File: src/rtl/core/start_byte_idle_timeout_deframer_assert.svh
// Assertion macros for the start-byte deframer.
// Included by the top level; empty bodies when SYNTHESIS is defined.
`ifndef START_BYTE_IDLE_TIMEOUT_DEFRAMER_ASSERT_SVH
`define START_BYTE_IDLE_TIMEOUT_DEFRAMER_ASSERT_SVH
`ifndef SYNTHESIS
`define SBITD_ASSERT_IMPL(lbl, ante, cons, msg) \
  lbl: assert property (@(posedge clk) disable iff (rst) (ante) |-> (cons)) else $error(msg);
`define SBITD_ASSERT_NEXT(lbl, ante, cons, msg) \
  lbl: assert property (@(posedge clk) disable iff (rst) (ante) |=> (cons)) else $error(msg);
`else
`define SBITD_ASSERT_IMPL(lbl, ante, cons, msg)
`define SBITD_ASSERT_NEXT(lbl, ante, cons, msg)
`endif
`endif

File: src/rtl/core/sbitd_pkg.sv
// Shared types and constants for the start-byte deframer.
// No dependencies.
`default_nettype none
package sbitd_pkg;
  localparam int FRAME_MAX_LEN_DEF = 32;
  localparam int DATA_W = 8;
  localparam int IDX_W = 6;
  localparam int LEN_W = 7;
  localparam int IDLE_W = 9;
  localparam int TDATA_OUT_W = 24;
  localparam int PAD_W = TDATA_OUT_W - DATA_W - IDX_W - LEN_W;

  localparam logic [DATA_W-1:0] START_BYTE = 8'h01;
  localparam logic [LEN_W-1:0] MIN_FRAME_LEN = 7'd3;
  localparam logic [DATA_W-1:0] TIMEOUT_RESET = 8'd20;
  localparam logic [IDLE_W-1:0] IDLE_MAX = 9'd511;

  localparam logic OP_BYTE = 1'b0;
  localparam logic OP_TICK = 1'b1;

  typedef struct packed {
    logic bank;
    logic [LEN_W-1:0] len;
  } job_t;
endpackage
`default_nettype wire

File: src/rtl/core/sbitd_ram.sv
// Generic simple dual-port RAM, one write port, one registered read port.
// No dependencies.
`default_nettype none
module sbitd_ram #(
  parameter int WIDTH = 8,
  parameter int DEPTH = 64
) (
  input  wire logic                     clk,
  input  wire logic                     wr_en,
  input  wire logic [$clog2(DEPTH)-1:0] wr_addr,
  input  wire logic [WIDTH-1:0]         wr_data,
  input  wire logic                     rd_en,
  input  wire logic [$clog2(DEPTH)-1:0] rd_addr,
  output logic      [WIDTH-1:0]         rd_data
);
  logic [WIDTH-1:0] mem [DEPTH];

  always_ff @(posedge clk) begin
    if (wr_en) begin
      mem[wr_addr] <= wr_data;
    end
    if (rd_en) begin
      rd_data <= mem[rd_addr];
    end
  end
endmodule
`default_nettype wire

File: src/rtl/core/sbitd_front.sv
// Front end: takes bytes and ticks, stores frame bytes, closes frames into jobs.
// Depends on sbitd_pkg.
`default_nettype none
module sbitd_front #(
  parameter int FRAME_MAX_LEN = sbitd_pkg::FRAME_MAX_LEN_DEF,
  localparam int IW = $clog2(FRAME_MAX_LEN),
  localparam int AW = IW + 1
) (
  input  wire logic                          clk,
  input  wire logic                          rst,
  input  wire logic                          cfg_wr_en,
  input  wire logic [sbitd_pkg::DATA_W-1:0]  cfg_wr_data,
  input  wire logic                          s_tvalid,
  output logic                               s_tready,
  input  wire logic [sbitd_pkg::DATA_W-1:0]  s_tdata,
  input  wire logic                          s_tuser,
  input  wire logic                          q_full,
  output logic                               q_push,
  output sbitd_pkg::job_t                    q_job,
  output logic                               mem_wr_en,
  output logic [AW-1:0]                      mem_wr_addr,
  output logic [sbitd_pkg::DATA_W-1:0]       mem_wr_data
);
  import sbitd_pkg::*;

  logic [DATA_W-1:0] timeout;
  logic              collecting, collecting_next;
  logic [LEN_W-1:0]  fill, fill_next;
  logic [IDLE_W-1:0] idle, idle_next;
  logic              wr_bank, wr_bank_next;
  logic [LEN_W-1:0]  wr_idx;
  logic [IDLE_W-1:0] idle_inc;
  logic              acc;

  assign s_tready = !q_full;
  assign acc = s_tvalid && s_tready;
  assign wr_idx = (fill >= LEN_W'(FRAME_MAX_LEN)) ? '0 : fill;
  assign idle_inc = (idle == IDLE_MAX) ? idle : idle + 1'b1;
  assign mem_wr_addr = {wr_bank, wr_idx[IW-1:0]};
  assign mem_wr_data = s_tdata;
  assign q_job.bank = wr_bank;
  assign q_job.len = fill;

  always_comb begin
    collecting_next = collecting;
    fill_next = fill;
    idle_next = idle;
    wr_bank_next = wr_bank;
    mem_wr_en = 1'b0;
    q_push = 1'b0;
    if (acc) begin
      if (s_tuser == OP_BYTE) begin
        if (collecting || s_tdata == START_BYTE) begin
          mem_wr_en = 1'b1;
          fill_next = wr_idx + 1'b1;
          collecting_next = 1'b1;
          idle_next = '0;
        end
      end else if (collecting) begin
        if (idle_inc > {1'b0, timeout}) begin
          collecting_next = 1'b0;
          fill_next = '0;
          idle_next = '0;
          if (fill >= MIN_FRAME_LEN) begin
            q_push = 1'b1;
            wr_bank_next = ~wr_bank;
          end
        end else begin
          idle_next = idle_inc;
        end
      end
    end
  end

  always_ff @(posedge clk) begin
    if (rst) begin
      timeout <= TIMEOUT_RESET;
      collecting <= 1'b0;
      fill <= '0;
      idle <= '0;
      wr_bank <= 1'b0;
    end else begin
      if (cfg_wr_en) begin
        timeout <= cfg_wr_data;
      end
      collecting <= collecting_next;
      fill <= fill_next;
      idle <= idle_next;
      wr_bank <= wr_bank_next;
    end
  end
endmodule
`default_nettype wire

File: src/rtl/core/sbitd_queue.sv
// Two-entry job queue between front and back; one entry per buffer bank.
// Depends on sbitd_pkg.
`default_nettype none
module sbitd_queue (
  input  wire logic            clk,
  input  wire logic            rst,
  input  wire logic            push,
  input  wire sbitd_pkg::job_t push_job,
  input  wire logic            pop,
  output logic                 full,
  output logic                 head_valid,
  output sbitd_pkg::job_t      head_job
);
  import sbitd_pkg::*;

  job_t       entry [2];
  logic       wr_ptr;
  logic       rd_ptr;
  logic [1:0] count;

  assign full = (count == 2'd2);
  assign head_valid = (count != 2'd0);
  assign head_job = entry[rd_ptr];

  always_ff @(posedge clk) begin
    if (push) begin
      entry[wr_ptr] <= push_job;
    end
  end

  always_ff @(posedge clk) begin
    if (rst) begin
      wr_ptr <= 1'b0;
      rd_ptr <= 1'b0;
      count <= '0;
    end else begin
      if (push) begin
        wr_ptr <= ~wr_ptr;
      end
      if (pop) begin
        rd_ptr <= ~rd_ptr;
      end
      if (push && !pop) begin
        count <= count + 1'b1;
      end else if (pop && !push) begin
        count <= count - 1'b1;
      end
    end
  end
endmodule
`default_nettype wire

File: src/rtl/core/sbitd_back.sv
// Back end: drains a queued frame from its bank, one word per cycle while m_tready does not stall it.
// Depends on sbitd_pkg.
`default_nettype none
module sbitd_back #(
  parameter int FRAME_MAX_LEN = sbitd_pkg::FRAME_MAX_LEN_DEF,
  localparam int IW = $clog2(FRAME_MAX_LEN),
  localparam int AW = IW + 1
) (
  input  wire logic                                clk,
  input  wire logic                                rst,
  input  wire logic                                head_valid,
  input  wire sbitd_pkg::job_t                     head_job,
  output logic                                     pop,
  output logic                                     mem_rd_en,
  output logic [AW-1:0]                            mem_rd_addr,
  input  wire logic [sbitd_pkg::DATA_W-1:0]        mem_rd_data,
  output logic                                     m_tvalid,
  input  wire logic                                m_tready,
  output logic [sbitd_pkg::TDATA_OUT_W-1:0]        m_tdata,
  output logic                                     m_tlast
);
  import sbitd_pkg::*;

  logic [LEN_W-1:0]  rd_idx;
  logic              rd_last;
  logic              s1_vld;
  logic [IDX_W-1:0]  s1_idx;
  logic [LEN_W-1:0]  s1_len;
  logic              s1_last;
  logic              out_load;
  logic [DATA_W-1:0] o_byte;
  logic [IDX_W-1:0]  o_idx;
  logic [LEN_W-1:0]  o_len;

  assign out_load = s1_vld && (!m_tvalid || m_tready);
  assign mem_rd_en = head_valid && (!s1_vld || out_load);
  assign mem_rd_addr = {head_job.bank, rd_idx[IW-1:0]};
  assign rd_last = (rd_idx + 1'b1 == head_job.len);
  assign pop = mem_rd_en && rd_last;
  assign m_tdata = {{PAD_W{1'b0}}, o_len, o_idx, o_byte};

  always_ff @(posedge clk) begin
    if (mem_rd_en) begin
      s1_idx <= rd_idx[IDX_W-1:0];
      s1_len <= head_job.len;
      s1_last <= rd_last;
    end
    if (out_load) begin
      o_byte <= mem_rd_data;
      o_idx <= s1_idx;
      o_len <= s1_len;
      m_tlast <= s1_last;
    end
  end

  always_ff @(posedge clk) begin
    if (rst) begin
      rd_idx <= '0;
      s1_vld <= 1'b0;
      m_tvalid <= 1'b0;
    end else begin
      if (mem_rd_en) begin
        rd_idx <= rd_last ? '0 : rd_idx + 1'b1;
        s1_vld <= 1'b1;
      end else if (out_load) begin
        s1_vld <= 1'b0;
      end
      if (out_load) begin
        m_tvalid <= 1'b1;
      end else if (m_tready) begin
        m_tvalid <= 1'b0;
      end
    end
  end
endmodule
`default_nettype wire

File: src/rtl/core/start_byte_idle_timeout_deframer.sv
// Top level of the start-byte / idle-gap deframer.
// Depends on sbitd_pkg, sbitd_ram, sbitd_front, sbitd_queue, sbitd_back.
//
//  channel  dir  handshake          payload
//  s_*      in   s_tvalid/s_tready  tdata: data_byte; tuser: operation
//  m_*      out  m_tvalid/m_tready  tdata: frame_byte, byte_index, frame_length; tlast
//  cfg_*    in   cfg_wr_en          idle_timeout_ticks
//
// One input word is taken per cycle while a buffer bank is free.
// A closed frame drains one word per cycle while m_tready does not stall it.
// Two banks of FRAME_MAX_LEN bytes: input stalls only while both hold frames.
// Synchronous reset; no clearing pass is needed.
`default_nettype none
`include "start_byte_idle_timeout_deframer_assert.svh"
module start_byte_idle_timeout_deframer #(
  parameter int FRAME_MAX_LEN = sbitd_pkg::FRAME_MAX_LEN_DEF
) (
  input  wire logic                               clk,
  input  wire logic                               rst,
  input  wire logic                               cfg_wr_en,
  input  wire logic [sbitd_pkg::DATA_W-1:0]       cfg_wr_data,
  input  wire logic                               s_tvalid,
  output logic                                    s_tready,
  input  wire logic [sbitd_pkg::DATA_W-1:0]       s_tdata,  // [7:0] data_byte
  input  wire logic                               s_tuser,  // [0] operation
  output logic                                    m_tvalid,
  input  wire logic                               m_tready,
  // [7:0] frame_byte, [13:8] byte_index, [20:14] frame_length, [23:21] zero
  output logic [sbitd_pkg::TDATA_OUT_W-1:0]       m_tdata,
  output logic                                    m_tlast
);
  import sbitd_pkg::*;

  localparam int IW = $clog2(FRAME_MAX_LEN);
  localparam int AW = IW + 1;

  logic              q_full;
  logic              q_push;
  job_t              q_job;
  logic              q_pop;
  logic              head_valid;
  job_t              head_job;
  logic              mem_wr_en;
  logic [AW-1:0]     mem_wr_addr;
  logic [DATA_W-1:0] mem_wr_data;
  logic              mem_rd_en;
  logic [AW-1:0]     mem_rd_addr;
  logic [DATA_W-1:0] mem_rd_data;

  sbitd_front #(.FRAME_MAX_LEN(FRAME_MAX_LEN)) u_front (
    .clk(clk), .rst(rst),
    .cfg_wr_en(cfg_wr_en), .cfg_wr_data(cfg_wr_data),
    .s_tvalid(s_tvalid), .s_tready(s_tready), .s_tdata(s_tdata), .s_tuser(s_tuser),
    .q_full(q_full), .q_push(q_push), .q_job(q_job),
    .mem_wr_en(mem_wr_en), .mem_wr_addr(mem_wr_addr), .mem_wr_data(mem_wr_data)
  );

  sbitd_queue u_queue (
    .clk(clk), .rst(rst),
    .push(q_push), .push_job(q_job), .pop(q_pop),
    .full(q_full), .head_valid(head_valid), .head_job(head_job)
  );

  sbitd_ram #(.WIDTH(DATA_W), .DEPTH(2 ** AW)) u_ram (
    .clk(clk),
    .wr_en(mem_wr_en), .wr_addr(mem_wr_addr), .wr_data(mem_wr_data),
    .rd_en(mem_rd_en), .rd_addr(mem_rd_addr), .rd_data(mem_rd_data)
  );

  sbitd_back #(.FRAME_MAX_LEN(FRAME_MAX_LEN)) u_back (
    .clk(clk), .rst(rst),
    .head_valid(head_valid), .head_job(head_job), .pop(q_pop),
    .mem_rd_en(mem_rd_en), .mem_rd_addr(mem_rd_addr), .mem_rd_data(mem_rd_data),
    .m_tvalid(m_tvalid), .m_tready(m_tready), .m_tdata(m_tdata), .m_tlast(m_tlast)
  );

  `SBITD_ASSERT_IMPL(a_push_not_full, q_push, !q_full, "job pushed into full queue")
  `SBITD_ASSERT_IMPL(a_job_len, q_push, q_job.len >= MIN_FRAME_LEN, "short frame queued")
  `SBITD_ASSERT_IMPL(a_last_idx, m_tvalid && m_tlast, m_tdata[13:8] + 7'd1 == m_tdata[20:14], "last word index mismatch")
  `SBITD_ASSERT_NEXT(a_pop_frees, q_pop && !q_push, !q_full, "queue still full after pop")
endmodule
`default_nettype wire
File: config.mk
export PLATFORM = sky130hd
export DESIGN_NAME = start_byte_idle_timeout_deframer
export DESIGN_NICKNAME = d
export VERILOG_FILES = /design/src/rtl/core/sbitd_pkg.sv /design/src/rtl/core/sbitd_ram.sv /design/src/rtl/core/sbitd_front.sv /design/src/rtl/core/sbitd_queue.sv /design/src/rtl/core/sbitd_back.sv /design/src/rtl/core/start_byte_idle_timeout_deframer.sv
export VERILOG_INCLUDE_DIRS = /design/src /design/src/rtl/core
export SDC_FILE = /design/constraint.sdc
export NUM_CORES = 1
export LEC_CHECK = 0
export BUFFER_PORTS_ARGS = -buffer_cell sky130_fd_sc_hd__buf_2
export CAP_MARGIN = 20
export CELL_PAD_IN_SITES_DETAIL_PLACEMENT = 0
export CELL_PAD_IN_SITES_GLOBAL_PLACEMENT = 1
export CORE_MARGIN = 2
export CORE_UTILIZATION = 55
export DETAILED_ROUTE_END_ITERATION = 6
export GPL_ROUTABILITY_DRIVEN = 0
export PLACE_DENSITY_LB_ADDON = 0.1
export SETUP_SLACK_MARGIN = 0.5
export SLEW_MARGIN = 30
export SYNTH_ARGS = -nofsm -noshare
export SYNTH_HDL_FRONTEND = slang
export SYNTH_SLANG_ARGS = --single-unit
File: constraint.sdc
create_clock -name clk -period 4 [get_ports clk]
set_input_delay 0.4 -clock clk [delete_from_list [all_inputs] [get_ports clk]]
set_output_delay 0.4 -clock clk [all_outputs]
set_load 0.05 [all_outputs]
# [Word-level counts from Yosys, hierarchy flattened]
# Memories as Yosys holds them, arrays and structs flattened. A register that Yosys moved wholly into a read port is not among the register bits.
# Index checks and enable logic that the tools add are counted.
# W data, S select, Z words.
[word_totals] in_bits=22 word_cells=95 out_inout_bits=27 ff_bits=75 ramBits=528 mem_count=2
[classes] n_bitwise=3 n_addsub=5 n_eq_ne=6 n_mux=35 n_reduce_logical=23 n_lt_le_gt_ge=3
[mem_list] name="u_ram.mem" depth=64 word_bits=8 rd=1 rd_clocked_by_memory_dff=1 write_ports=1 line_no="sbitd_ram.sv:16" text="logic [WIDTH-1:0] mem [DEPTH];"
[mem_list] name="u_queue.entry" depth=2 word_bits=8 rd=1 rd_clocked_by_memory_dff=1 write_ports=1 line_no="sbitd_queue.sv:16" text="job_t entry [2];"
[ops] op="$mux W9" count=5
[ops] op="$mux W7" count=6
[ops] op="$mux W1" count=22
[ops] op="$add A7 B1 Y7 const B" count=2
[ops] op="$reduce_bool A2 Y1" count=5
[ops] op="$add A9 B1 Y9 const B" count=1
[ops] op="$eq A9 B9 Y1 const B" count=1
[ops] op="$gt A9 B8 Y1" count=1
[ops] op="$eq A8 B1 Y1 const B" count=1
[ops] op="$eq A7 B7 Y1" count=1
[ops] op="$ge A7 B2 Y1 const B" count=1
[ops] op="$ge A7 B6 Y1 const B" count=1
[ops] op="$logic_and A1 B1 Y1" count=6
[ops] op="$logic_not A1 Y1" count=5
[ops] op="$reduce_and A5 Y1" count=1
[ops] op="$mux W2" count=2
[ops] op="$ne A2 B1 Y1 const B" count=2
[ops] op="$reduce_and A4 Y1" count=1
[ops] op="$logic_or A1 B1 Y1" count=3
[ops] op="$not A1 Y1" count=3
[ops] op="$reduce_and A3 Y1" count=1
[ops] op="$add A2 B1 Y2 const B" count=1
[ops] op="$eq A2 B2 Y1 const B" count=1
[ops] op="$reduce_and A2 Y1" count=1
[ops] op="$sub A2 B1 Y2 const B" count=1

# [Longest topological paths before layout]
[depth] depth_word=11 mapped_depth=18 mapped_depth_nobuf=17

# [By module]
# From an unflattened synthesis, not the netlist that was laid out.
[unflattened] hier_cells=1315 hier_area_um2=24556.1
[modules_own_cells] mod="sbitd_ram" cells_per_inst=940 instances=1 area_each_um2=20246.9 seq_area_each_um2=15615.0
[modules_own_cells] mod="sbitd_back" cells_per_inst=127 instances=1 area_each_um2=1776.7 seq_area_each_um2=1261.2
[modules_own_cells] mod="sbitd_front" cells_per_inst=201 instances=1 area_each_um2=1746.7 seq_area_each_um2=520.5
[modules_own_cells] mod="sbitd_queue" cells_per_inst=47 instances=1 area_each_um2=785.8 seq_area_each_um2=580.6

# [Worst setup path after synthesis]
# Ideal clock, no wire load.
[synth_path] path_type="register to register" startpoint="register u_front.idle[0]" endpoint="register u_queue.count[1]" n_path_buf=1 required_ps=3930 stages_incl_launch_ff=18 slack_ps=318 arrival_time_ps=3612 synth_period_minus_slack_ps=3682 cell_sequence="dfxtp_1 > ha_1 > and4_1 > nand3_1 > nand4_1 > nor2_1 > xor2_1 > ha_1 > nand3_1 > or2_2 > o21bai_1 > a31o_1 > buf_2 > or3_1 > inv_1 > ha_1 > or3_1 > a21oi_1"
[synth_between] elab_chain_len=10
[synth_rtl] element="from (decl)" line_no="sbitd_front.sv:29" text="logic [IDLE_W-1:0] idle, idle_next;"
[synth_rtl] element="from (signal assigned)" line_no="sbitd_front.sv:88" text="idle <= idle_next;"
[synth_rtl] element="$add A9 B1 Y9 / $eq A9 B9 Y1 (equally long branches)" line_no="sbitd_front.sv:38" text="assign idle_inc = (idle == IDLE_MAX) ? idle : idle + 1'b1;"
[synth_rtl] element="$mux W9 (*)" line_no="sbitd_front.sv:38"
[synth_rtl] element="$gt A9 B8 Y1 (*)" line_no="sbitd_front.sv:60" text="if (idle_inc > {1'b0, timeout}) begin"
[synth_rtl] element="$mux W1 (*)" line_no="sbitd_front.sv:60"
[synth_rtl] element="$mux W1 (*)" line_no="sbitd_front.sv:59" text="end else if (collecting) begin"
[synth_rtl] element="$mux W1 (*)" line_no="sbitd_front.sv:52" text="if (s_tuser == OP_BYTE) begin"
[synth_rtl] element="$mux W1 (*)" line_no="sbitd_front.sv:51" text="if (acc) begin"
[synth_rtl] element="net q_push" line_no="start_byte_idle_timeout_deframer.sv:38" text="logic q_push;"
[synth_rtl] element="$logic_not A1 Y1" line_no="sbitd_queue.sv:45" text="end else if (pop && !push) begin"
[synth_rtl] element="$logic_and A1 B1 Y1" line_no="sbitd_queue.sv:45"
[synth_rtl] element="$reduce_bool A2 Y1 (no source line)"
[synth_rtl] element="to (signal assigned)" line_no="sbitd_queue.sv:44" text="count <= count + 1'b1;"
[synth_rtl] element="to (signal assigned)" line_no="sbitd_queue.sv:46" text="count <= count - 1'b1;"
[synth_rtl] element="to (decl)" line_no="sbitd_queue.sv:19" text="logic [1:0] count;"
# Mark *: on every way through the listed nets, which the timed path passes. The rest lies on a longest branch.
# A chain may end at the register's enable or synchronous reset.

# [Worst setup path in the final report]
# Ends and elaborated chain as after synthesis.

==> results list <==
* Area after detailed placement: 25600 um2
- Critical Path Most Common Cell: ha_4
- Dividing the final minimum period by the clock period gives 0.847.
* Worst clock skew: 0.0118 ns
* Max Clock Freq: 295 MHz
- Clock-pin slew was measured on the worst setup and hold paths at 0.06 ns.
* RSZ-0062 raised after global routing: yes
* #FFs+latches synth: 612
* Period minus WS final: 3.39 ns
- TritonCTS clock tree: yes
- Floorplan core area: 43200 um2
* Hold Vio Cnt, Final: 0
* Clock Root Buffer: clkbuf_16
- Via count of the routed design: 11900
- In the synthesized netlist, the number of instances is 1241.
* Proportion of register bits with asynchronous set or reset after synthesis: 0
* Worst min path class: input pin to flip-flop
- Counting along the longest clock path gives a buffer depth of 3.
- Filler instances: 3020
- Critical path start-end classification: flip-flop to flip-flop
* Per-cell via count in the routed design: 5.89
- Post-DR wirelength/cell: 25.5 um
- Total global routing overflow: 0
- Nature of the critical path endpoint: flip-flop
* Number of rows in the core area: 76
* Cell count of the worst reg-to-reg path: 17
- Total power: 12.7 mW
- For the worst-skew pair, the clock arrives at the later sink with an insertion delay of 0.60 ns.
* Routed Antenna Nets: 0
- Overall die width: 214 um
- Data arrives at the worst endpoint at 3.92 ns.
- Sinks on Clock Net: 612
* Cells traversed along the worst timing path: ha_4 -> and4_4 -> nand3_4 -> nand4_1 -> buf_4 -> xnor2_2 -> ha_1 -> nand2_1 -> or2_4 -> o21bai_1 -> a31o_1 -> or3_4 -> inv_4 -> ha_4 -> xor2_1 -> or3_1 -> a21oi_2
* Buffers added on ports: 45
- Dividing total power by cell area gives a power density of 458 nW/um2.
- With fillers left out, the area of the finished cells amounts to 27600 um2.
* Footprint of the multi-input gates: 5820 um2
* Number of endpoints failing setup at the final stage: 0
- Area growth from synthesis to final layout: 14.3%
- The critical path contains buffers and inverters numbering 2 combined.
- Summed over all layers, the routed wires come to 51400 um.
- Number of buffers created by CTS: 59
- The initial antenna violation count came to 2.
- # IOs: 49
* Cell area after technology mapping: 24100 um2
- Layout Utilization: 0.639
- Entering global routing, the biggest net connects 73 pins.
- Actual transition at the worst max-transition pin: 0.901 ns
- The initial utilization of the core area, before any placement, comes to 0.559.
* Synth warn: 0
- Required time at the endpoint of the critical path: 4.53 ns
- Die boundary height: 214 um
- The library cell used most frequently in the layout, excluding fill and tap cells, is edfxtp_1.
- Counting flops with a built-in enable in the synthesized netlist gives 572.
- CP max stage delay: 0.39 ns
- First DRT Iteration DRCs: 1024
- STA classifies the critical path startpoint as a flip-flop.
* Number of max-capacitance violations reported: 0
- Grouping stages by cell kind, the critical path spends the most delay in simple AND/OR/NAND/NOR gates.
- Critical Path Stages: 17
- Critical path fanouts, max: 5
* Share of final-layout standard cells stronger than drive strength 1: 0.295
- The worst hold path passes through 3 cells.
* Via count of the first global-routing pass: 11900
- Post-route DRC: 0
- The first global-routing pass estimated 76000 um of wire.
* Worst hold slack: 0.0382 ns
- Area taken by flip-flops and latches: 18000 um2
- Worst slew margin relative to its limit: 0.393
- Net count, final: 1422
- Worst path slowest cell: or3_4
- Primary flip-flop cell chosen by synthesis mapping: edfxtp_1
- Summed over all cells, the static leakage comes to 8.63 nW.
- The run finished with clean final reports.
- Summed over all nets, the half-perimeter wirelength after detailed placement is 31800 um.
- In the global route stage, overall resource usage came out at 0.234.
- Mean post-synth cell area: 19.5 um2
* Commonest non-fill, non-tap cells in the layout: edfxtp_1 (572), mux4_2 (149), nor2_1 (117)
- H-tree levels: 2
- The count of final max-slew check failures was 0.
* Die Footprint: 45600 um2
- The pre-antenna-repair detailed-routing pass consisted of 5 iterations.
- VDD IR-drop max: 0.320 mV
* Setup TNS after final layout: 0 ns
- For this run, the register share of the synthesized area comes to 0.745.
* Unique cell type count in the Yosys netlist: 61
## metal layers
layer	up-vias	track usage	share of wire
met5	-	0	0
met4	0	0.0709	0.024
met3	67	0.0441	0.068
met2	370	0.361	0.48
met1	6146	0.345	0.43
li1	5307	-	-
## report_power, final
part | switching (mW) | total (mW) | internal [mW]
Clock | 2.30 | 5.52 | 3.21
Sequential | 0.00221 | 6.98 | 6.98
Combinational | 0.125 | 0.152 | 0.0272
Total | 2.43 | 12.7 | 10.2
## registers in the layout, summed over array words and instances, names as in the netlist, 2 cells and up, named ones only
signal           cells
u_back.o_byte        8
u_back.o_idx         6
u_ram.rd_data        8
u_front.idle         9
u_front.timeout      8
u_back.s1_idx        6
u_queue.count        2
u_front.fill         7
u_back.rd_idx        7
u_back.o_len         7
u_ram.mem          512
u_queue.entry       16
u_back.s1_len        7
## logic make-up after synthesis
| group | share of synthesized area |
|---|---|
| other | 0.000155 |
| AO/OA/AOI/OAI | 0.0222 |
| XOR/XNOR | 0.00980 |
| flip-flops | 0.745 |
| AND/OR/NAND/NOR | 0.0452 |
| multiplexers | 0.154 |
| buffers and inverters | 0.0174 |
| adder cells (fa/ha/maj) | 0.00622 |
## worst min-delay path, cell delays in order
cell	delay [ns]
buf_2	0.07
mux2i_1	0.06
nor2_1	0.07
## worst paths after layout
path | from | end | slack, ns
max | u_front.idle[0]$_SDFFE_PP0P_ | u_queue.count[1]$_SDFFE_PP0P_ | 0.61
max reg2reg | u_front.idle[0]$_SDFFE_PP0P_ | u_queue.count[1]$_SDFFE_PP0P_ | 0.61
min reg2reg | u_back.s1_idx[3]$_DFFE_PP_ | u_back.o_idx[3]$_DFFE_PP_ | 0.42
min | cfg_wr_data[7] | u_front.timeout[7]$_SDFFE_PP0P_ | 0.04
## cell usage after synthesis (4+ instances only)
library cell  number  area share
a211oi_1           4      0.0012
a21oi_1           16      0.0033
and2_1             6      0.0016
and3_1             7      0.0018
buf_1              9      0.0014
buf_2             21      0.0044
buf_4              7      0.0022
buf_6              6      0.0028
clkbuf_1          22      0.0034
dfxtp_1           40       0.033
edfxtp_1         572        0.71
ha_1              12      0.0062
inv_1             19      0.0030
mux2_2             7      0.0033
mux2i_1           26       0.011
mux4_2           149        0.14
nand2_1           40      0.0062
nand2b_1           4      0.0010
nand3_1           21      0.0044
nand4_1            7      0.0018
nor2_1           117       0.018
nor2b_1            7      0.0018
nor3_1             7      0.0015
nor4_1             4      0.0010
o2111ai_1          5      0.0018
o211ai_1           7      0.0022
o21ai_0           10      0.0021
o22ai_1           14      0.0036
xnor2_1           19      0.0069
xor2_1             8      0.0029
## per-stage QoR
| step | std cells | worst slack [ns] |
|---|---|---|
| final | 2018 | 0.612 |
| after global routing | 2017 | 0.422 |
| after CTS | 2014 | 0.517 |
| after detailed placement | 1904 | 0.356 |
| after global placement | 1904 | 0.405 |
| after floorplan | 1243 | 0.504 |
## repair_timing
| action | in CTS | in global routing |
|---|---|---|
| resized for setup | 4 | 12 |
| endpoints found under the setup margin | 9 | 10 |
| setup buffers | 3 | 3 |
| pin swaps | 3 | 8 |
| hold buffers | 2 | 0 |
| endpoints found under the hold margin | 2 | 0 |
## cell type report
type,count,area share
sequential,612,0.652
multi-input combinational,545,0.211
clock buffer,66,0.0544
timing repair buffer,149,0.0380
tap,585,0.0265
clock inverter,39,0.0150
inverter,21,0.00295
antenna,1,0.0000907
(Power assumes the default switching activity.)
